`src/rtl/core/bar_pkg.sv`:
```
// Shared constants and types for the button auto-repeat unit.
// No dependencies; imported by button_auto_repeat_unit.
package bar_pkg;

   localparam int unsigned BUTTONS_PER_PLAYER = 6;
   localparam int unsigned NUM_PLAYERS        = 2;
   localparam int unsigned NUM_BUTTONS        = BUTTONS_PER_PLAYER * NUM_PLAYERS;
   localparam int unsigned MOUSE_WIDTH        = 3;
   localparam int unsigned MOUSE_SHIFT        = 4;
   localparam int unsigned HELD_FIRST_WIDTH   = 7;
   localparam int unsigned AGE_WIDTH          = 8;
   localparam int unsigned CSR_DATA_WIDTH     = 8;
   localparam int unsigned CSR_INDEX_WIDTH    = 2;

   typedef logic [AGE_WIDTH-1:0]   age_type;
   typedef logic [NUM_BUTTONS-1:0] button_vec_type;

   localparam age_type AGE_MAX          = 8'd255;
   localparam age_type DELAY_OFF        = 8'd255;
   localparam age_type DEFAULT_DELAY    = 8'd15;
   localparam age_type DEFAULT_INTERVAL = 8'd4;

   typedef enum logic [CSR_INDEX_WIDTH-1:0] {
      CSR_REPEAT_DELAY     = 2'd0,
      CSR_REPEAT_INTERVAL  = 2'd1,
      CSR_MOUSE_AS_BUTTONS = 2'd2
   } csr_index_type;

endpackage

```
`src/rtl/core/button_auto_repeat_unit.sv`:
```
// Button auto-repeat unit: per-frame press and repeat pulse generation.
// Depends on bar_pkg (constants, age and register index types).
//
// Each req beat is one frame tick carrying two players' six-button held masks
// and three mouse buttons. The unit answers every frame with exactly one rsp
// beat: the held masks (player 0 widened to seven bits, mouse buttons ORed
// into bits 4 to 6 when mouse_as_buttons is set) and a pulse mask per player.
// A button pulses on its first held frame, again after repeat_delay frames,
// then every repeat_interval frames while held; releasing it clears its
// state. A delay or interval of 0 selects the default (15 and 4 frames); a
// delay of 255 stops new repeats from starting, while a button already
// repeating keeps going. Throughput is one frame per clock: a frame is
// captured in an input register, its twelve button counters update on the
// edge that loads the rsp register, and a new frame is taken every cycle
// the rsp side keeps up. rsp valid rises once the frame has moved from the
// input register into the rsp register, later if rsp stalls. The user must
// write registers through the csr port only while no frame is in flight;
// the unit does not enforce this. A write takes effect from the next frame.
module button_auto_repeat_unit (
   input  logic                                  clock,
   input  logic                                  reset,
   // frame input
   input  logic                                  req_valid,
   output logic                                  req_ready,
   input  logic [bar_pkg::BUTTONS_PER_PLAYER-1:0] req_buttons_first,
   input  logic [bar_pkg::BUTTONS_PER_PLAYER-1:0] req_buttons_second,
   input  logic [bar_pkg::MOUSE_WIDTH-1:0]        req_mouse_keys,
   // result output
   output logic                                  rsp_valid,
   input  logic                                  rsp_ready,
   output logic [bar_pkg::HELD_FIRST_WIDTH-1:0]   rsp_held_first,
   output logic [bar_pkg::BUTTONS_PER_PLAYER-1:0] rsp_held_second,
   output logic [bar_pkg::BUTTONS_PER_PLAYER-1:0] rsp_pulse_first,
   output logic [bar_pkg::BUTTONS_PER_PLAYER-1:0] rsp_pulse_second,
   // register write port
   input  logic                                  csr_write_enable,
   input  logic [bar_pkg::CSR_INDEX_WIDTH-1:0]    csr_index,
   input  logic [bar_pkg::CSR_DATA_WIDTH-1:0]     csr_write_data
);
   import bar_pkg::*;

   // ---------------------------------------------------------------------
   // Configuration registers
   // ---------------------------------------------------------------------
   age_type repeat_delay_ff,     repeat_delay_in;
   age_type repeat_interval_ff,  repeat_interval_in;
   logic    mouse_as_buttons_ff, mouse_as_buttons_in;

   always_comb begin
      repeat_delay_in     = repeat_delay_ff;
      repeat_interval_in  = repeat_interval_ff;
      mouse_as_buttons_in = mouse_as_buttons_ff;
      if (csr_write_enable) begin
         unique case (csr_index_type'(csr_index))
            CSR_REPEAT_DELAY:     repeat_delay_in     = csr_write_data;
            CSR_REPEAT_INTERVAL:  repeat_interval_in  = csr_write_data;
            CSR_MOUSE_AS_BUTTONS: mouse_as_buttons_in = csr_write_data[0];
            default: ;  // unmapped index: write dropped
         endcase
      end
   end

   always_ff @(posedge clock) begin
      if (reset) begin
         repeat_delay_ff     <= '0;
         repeat_interval_ff  <= '0;
         mouse_as_buttons_ff <= 1'b0;
      end else begin
         repeat_delay_ff     <= repeat_delay_in;
         repeat_interval_ff  <= repeat_interval_in;
         mouse_as_buttons_ff <= mouse_as_buttons_in;
      end
   end

   // ---------------------------------------------------------------------
   // Handshake: input stage -> rsp register
   // ---------------------------------------------------------------------
   logic s1_valid_ff, s1_valid_in;
   logic rsp_valid_ff, rsp_valid_in;
   logic rsp_load;   // rsp register free this cycle
   logic s1_advance; // frame in the input stage moves to rsp (state commits)
   logic req_take;

   assign rsp_load   = !rsp_valid_ff || rsp_ready;
   assign s1_advance = s1_valid_ff && rsp_load;
   assign req_ready  = !s1_valid_ff || s1_advance;
   assign req_take   = req_valid && req_ready;

   assign s1_valid_in  = req_take ? 1'b1 : (s1_advance ? 1'b0 : s1_valid_ff);
   assign rsp_valid_in = s1_advance ? 1'b1 : (rsp_ready ? 1'b0 : rsp_valid_ff);

   always_ff @(posedge clock) begin
      if (reset) begin
         s1_valid_ff  <= 1'b0;
         rsp_valid_ff <= 1'b0;
      end else begin
         s1_valid_ff  <= s1_valid_in;
         rsp_valid_ff <= rsp_valid_in;
      end
   end

   // Input stage payload (no reset needed)
   logic [BUTTONS_PER_PLAYER-1:0] s1_first_ff, s1_second_ff;
   logic [MOUSE_WIDTH-1:0]        s1_mouse_ff;

   always_ff @(posedge clock) begin
      if (req_take) begin
         s1_first_ff  <= req_buttons_first;
         s1_second_ff <= req_buttons_second;
         s1_mouse_ff  <= req_mouse_keys;
      end
   end

   // ---------------------------------------------------------------------
   // Per-button state and pulse logic
   // ---------------------------------------------------------------------
   age_type        age_ff [NUM_BUTTONS];
   age_type        age_in [NUM_BUTTONS];
   button_vec_type held_ff, held_in;
   button_vec_type repeating_ff, repeating_in;

   logic [HELD_FIRST_WIDTH-1:0] held0_merged;
   button_vec_type              all_held;
   button_vec_type              pulses;
   button_vec_type              age_nonzero; // for checks only
   age_type                     delay_eff;
   age_type                     interval_eff;

   always_comb begin
      held0_merged = {1'b0, s1_first_ff};
      if (mouse_as_buttons_ff) begin
         held0_merged = held0_merged | {s1_mouse_ff, {MOUSE_SHIFT{1'b0}}};
      end
      all_held = {s1_second_ff, held0_merged[BUTTONS_PER_PLAYER-1:0]};

      delay_eff    = (repeat_delay_ff == '0)    ? DEFAULT_DELAY    : repeat_delay_ff;
      interval_eff = (repeat_interval_ff == '0) ? DEFAULT_INTERVAL : repeat_interval_ff;
   end

   always_comb begin
      age_type age_next;
      held_in      = held_ff;
      repeating_in = repeating_ff;
      pulses       = '0;
      for (int k = 0; k < NUM_BUTTONS; k++) begin
         age_in[k]      = age_ff[k];
         age_nonzero[k] = (age_ff[k] != '0);
         age_next = (age_ff[k] == AGE_MAX) ? AGE_MAX : age_ff[k] + 8'd1;
         if (all_held[k]) begin
            if (!held_ff[k]) begin
               // fresh press
               held_in[k] = 1'b1;
               age_in[k]  = '0;
               pulses[k]  = 1'b1;
            end else if (delay_eff != DELAY_OFF && !repeating_ff[k]
                         && age_next >= delay_eff) begin
               // first repeat
               age_in[k]       = '0;
               repeating_in[k] = 1'b1;
               pulses[k]       = 1'b1;
            end else if (repeating_ff[k] && age_next >= interval_eff) begin
               age_in[k] = '0;
               pulses[k] = 1'b1;
            end else begin
               age_in[k] = age_next;
            end
         end else begin
            held_in[k]      = 1'b0;
            repeating_in[k] = 1'b0;
            age_in[k]       = '0;
         end
      end
   end

   always_ff @(posedge clock) begin
      if (reset) begin
         held_ff      <= '0;
         repeating_ff <= '0;
         for (int k = 0; k < NUM_BUTTONS; k++) begin
            age_ff[k] <= '0;
         end
      end else if (s1_advance) begin
         held_ff      <= held_in;
         repeating_ff <= repeating_in;
         for (int k = 0; k < NUM_BUTTONS; k++) begin
            age_ff[k] <= age_in[k];
         end
      end
   end

   // ---------------------------------------------------------------------
   // rsp register
   // ---------------------------------------------------------------------
   logic [HELD_FIRST_WIDTH-1:0]   rsp_held_first_ff;
   logic [BUTTONS_PER_PLAYER-1:0] rsp_held_second_ff;
   logic [BUTTONS_PER_PLAYER-1:0] rsp_pulse_first_ff;
   logic [BUTTONS_PER_PLAYER-1:0] rsp_pulse_second_ff;

   always_ff @(posedge clock) begin
      if (s1_advance) begin
         rsp_held_first_ff   <= held0_merged;
         rsp_held_second_ff  <= s1_second_ff;
         rsp_pulse_first_ff  <= pulses[BUTTONS_PER_PLAYER-1:0];
         rsp_pulse_second_ff <= pulses[NUM_BUTTONS-1:BUTTONS_PER_PLAYER];
      end
   end

   assign rsp_valid        = rsp_valid_ff;
   assign rsp_held_first   = rsp_held_first_ff;
   assign rsp_held_second  = rsp_held_second_ff;
   assign rsp_pulse_first  = rsp_pulse_first_ff;
   assign rsp_pulse_second = rsp_pulse_second_ff;

   // ---------------------------------------------------------------------
   // Checks
   // ---------------------------------------------------------------------
   // a button can only be repeating while it is held
   a_repeat_needs_held: assert property (@(posedge clock) disable iff (reset)
      (repeating_ff & ~held_ff) == '0)
      else $error("repeating flag set on a released button");

   // released buttons keep a zero age
   a_release_clears_age: assert property (@(posedge clock) disable iff (reset)
      (age_nonzero & ~held_ff) == '0)
      else $error("released button has nonzero age");

   // pulses only on buttons shown as held
   a_pulse_needs_held: assert property (@(posedge clock) disable iff (reset)
      rsp_valid_ff |->
         ((rsp_pulse_first_ff & ~rsp_held_first_ff[BUTTONS_PER_PLAYER-1:0]) == '0)
         && ((rsp_pulse_second_ff & ~rsp_held_second_ff) == '0))
      else $error("pulse on a button that is not held");

   // every fresh press pulses
   a_press_pulses: assert property (@(posedge clock) disable iff (reset)
      s1_advance |-> ((all_held & ~held_ff & ~pulses) == '0))
      else $error("new press without pulse");

endmodule

```
`config.mk`:
```
export PLATFORM = sky130hd
export DESIGN_NAME = button_auto_repeat_unit
export DESIGN_NICKNAME = d
export VERILOG_FILES = /design/src/rtl/core/bar_pkg.sv /design/src/rtl/core/button_auto_repeat_unit.sv
export SDC_FILE = /design/constraint.sdc
export NUM_CORES = 1
export LEC_CHECK = 0
export BUFFER_PORTS_ARGS = -buffer_cell sky130_fd_sc_hd__buf_2
export CAP_MARGIN = 20
export CORE_ASPECT_RATIO = 0.9
export CORE_MARGIN = 2
export CORE_UTILIZATION = 55
export DETAILED_ROUTE_END_ITERATION = 10
export PLACE_DENSITY_LB_ADDON = 0.08
export SETUP_SLACK_MARGIN = 0.2
export SYNTH_ARGS = -nofsm -noshare
export SYNTH_HDL_FRONTEND = slang
export SYNTH_SLANG_ARGS = --single-unit
```
`constraint.sdc`:
```
create_clock -name clock -period 9.7 [get_ports clock]
set_clock_uncertainty 0.1 [all_clocks]
set_input_delay 0.485 -clock clock [delete_from_list [all_inputs] [get_ports clock]]
set_output_delay 0.485 -clock clock [all_outputs]
set_load 0.01 [all_outputs]
```
==> results_dict.tcl <==
set metrics [dict create \
    status "finished, final reports clean" \
    final_nets 1627 \
    via_per_inst 6.15 \
    rows 53 \
    reg2regPathDepth 10 \
    finalMaxSlewViolations 0 \
    pre_cts_ws_ns 6.22 \
    syn_area_mm2 0.0130 \
    synth_xor_area_share_pct 1.75 \
    cts_root_buffer "clkbuf_16" \
    hold_viol 0 \
    path_buf_inv 0 \
    hold_buffers 0 \
    finalSetupViolations 0 \
    ys_warn_count 0 \
    slew_headroom_pct 27.4 \
    n_antenna_cell 0 \
    overflow 0 \
    antenna_found_initial 0 \
    cts_setup_buffers 0 \
    dieArea_mm2 0.0249 \
    cts.sinks 179 \
    cp-start-kind "register" \
    hold_path_class "input port to register" \
    wl_per_cell_um 19.5 \
    synth_seq_area_share_pct 38.0 \
    synthAdderAreaFrac_pct 19.6 \
    hp-start "req_buttons_first[5]" \
    min_path_cells 1 \
    syn_inst 1329 \
    drive_above_1_share_pct 10.0 \
    ys_types 59 \
    gp_congestion 0.855 \
    grt_max_degree 51 \
    period_minus_slack_ns 3.57 \
    maxCapViolations 0 \
    port_buffers 56 \
    numCtsBuffers 17 \
    dp_hpwl_um 23100 \
    worst_hold_slack_ns 0.111 \
    max_freq_ghz 0.280 \
    postLayoutCoreUtil_pct 61.5 \
    tightest_slew_ns 1.09 \
    dp.cells 1674 \
    clock_path_buffers 2 \
    cellLeakagePower_nw 5.92 \
    timing.rr.end "rsp_pulse_second[2]" \
    async_flop_share_pct 0 \
    antenna_left 0 \
    p_per_area_mw_per_mm2 146 \
    die_h_um 150 \
    cp_slowest_cell "a2111oi_0" \
    crit_family "simple AND/OR/NAND/NOR gates" \
    synthMuxAreaShare_pct 2.52 \
    criticalPathCategory "register to register" \
    r2r_start "repeat_delay_ff[3]" \
    place_area_mm2 0.0137 \
    clkTransAtPathRegs_ns 0.07 \
    synth_compound_area_share_pct 14.4 \
    cp_max_fo 12 \
    synth_flop_cell "edfxtp_1" \
    synth-simple-area-share_pct 21.6 \
    rsz0062_at_grt "false" \
    synth_top_family_by_area "simple AND/OR/NAND/NOR gates" \
    cp-end-kind "register" \
    core_region_area_mm2 0.0233 \
    grt_usage_pct 27.0 \
    clk_latency_ns 0.45 \
    ys_ff_latch 179 \
    crit_chain "nor4_1 -> nand2_1 -> nor2_1 -> or2_2 -> ha_1 -> nand2b_1 -> a2111oi_0 -> o211ai_1 -> a21o_1 -> and2_1" \
    min_to "s1_first_ff[5]" \
    via_count 10497 \
    io_pins 57 \
    synth_area_per_cell_um2 9.79 \
    die_w_um 166 \
    crit_arrival_ns 3.67 \
    cts_tree "built" \
    drtPass1Iterations 5 \
    fin_setup_tns_ns 0 \
    cts_resized 0 \
    finalPower_mw 2.09 \
    fin_crit_sh_pct 36.8 \
    grt_pass1_vias 9628 \
    drt_wl_total_um 33300 \
    syn2layout_area_growth_pct 10.0 \
    synth_edf_count 136 \
    grt_pass1_wl_um 52100 \
    reg2reg_slack_ns 6.13 \
    synth_fp_nets 1563 \
    critPathMaxStageDelay_ns 0.62 \
    cts.htree.levels 4 \
    ir_drop_uv 98.0 \
    drcViolationCount 0 \
    n_fill_cell 1996 \
    initial_core_util_pct 55.9 \
    crit_required_ns 9.80 \
    layoutNonFillerInstCount 1708 \
    fin_ws_ns 6.13 \
    drt_iter0_drc 707 \
    design_area_mm2 0.0143 \
]
-- state kept, by name (all words and copies together) (netlist names), 3 cells and up --
register,count
age_ff,96
held_ff,12
repeat_delay_ff,8
repeat_interval_ff,8
repeating_ff,12
rsp_held_first,7
rsp_held_second,6
rsp_pulse_first,6
rsp_pulse_second,6
s1_first_ff,6
s1_mouse_ff,3
s1_second_ff,6
-- where the power goes --
part / switching (mW) / leakage, nW / internal [mW]
registers: 0.0338 / 1.76 / 0.863
logic: 0.261 / 3.86 / 0.173
clock network: 0.323 / 0.308 / 0.435
-- layout by cell type, fill, tap and decap left out, types with 19 or more instances in the layout --
cell	synthesis	layout
edfxtp_1	136	136
nor3b_1	23	22
inv_1	50	49
a211oi_1	23	22
nor3_1	30	30
a31oi_1	19	19
ha_1	204	204
dfxtp_1	43	43
buf_2	3	56
and2_1	28	28
nand3_1	80	80
nand2b_1	48	47
nor2_1	120	120
a21oi_1	73	72
o21ai_0	47	47
nand4_1	27	27
nand2_1	112	112
-- kinds of logic after synthesis --
kind of cell,after synthesis
AO/OA/AOI/OAI,269
buffers and inverters,71
multiplexers,31
flip-flops,179
adder cells (fa/ha/maj),204
XOR/XNOR,26
AND/OR/NAND/NOR,549
-- synthesized netlist by cell type (all sizes together), types with 3 or more instances --
cell type,count,share of area [%]
a211o,12,0.81
o21a,12,0.69
nand4,27,1.3
a2111oi,7,0.62
a31oi,19,0.91
and3b,6,0.40
clkbuf,14,0.40
o221ai,4,0.27
nor3,30,1.2
nand3,80,3.1
buf,7,0.29
a21oi,73,2.8
nor2b,17,0.82
a31o,3,0.20
xor2,14,0.94
a21o,15,0.87
nand2b,48,2.3
or3,7,0.38
inv,50,1.4
nand2,112,3.2
nor2,120,3.5
o22ai,6,0.69
ha,204,20
dfxtp,43,6.6
mux2,14,1.2
o211a,5,0.38
and3,17,0.82
nor3b,23,1.3
edfxtp,136,31
a21boi,5,0.29
a211oi,23,1.3
a2111o,9,0.78
and4,9,0.64
mux2i,17,1.3
xnor2,12,0.81
and2,29,1.4
o21ai,49,1.9
a41oi,10,0.67
nor4,13,0.63
o211ai,6,0.35
or2,7,0.34
-- layer usage --
metal	track usage, %	up-vias	routed length [um]
met5	0	-	0
met2	42.8	291	14700
met1	38.2	4973	16200
li1	-	5177	-
met4	9.09	0	799
met3	3.83	56	1660
-- worst max path at each step --
stage,startpoint,to,slack [ns],depth (start not counted)
after detailed placement,repeat_delay_ff[3],rsp_pulse_second[2],6.22,10
after global routing,repeat_delay_ff[3],rsp_pulse_second[2],5.95,10
after floorplan,reset,age_ff[0][0],5.74,3
after global placement,repeat_delay_ff[3],rsp_pulse_second[2],6.36,10
after CTS,repeat_delay_ff[3],rsp_pulse_second[2],6.14,10
final,repeat_delay_ff[3],rsp_pulse_second[2],6.13,10
-- final cells by class --
class	instances	area, um2	share of cell area (%)
Inverter	50	188	1.31
Clock inverter	15	201	1.41
Timing Repair Buffer	66	367	2.56
Tap cell	302	378	2.64
Sequential cell	179	4940	34.5
Clock buffer	17	425	2.97
Multi-Input combinational cell	1079	7810	54.6
(Power assumes the default switching activity.)
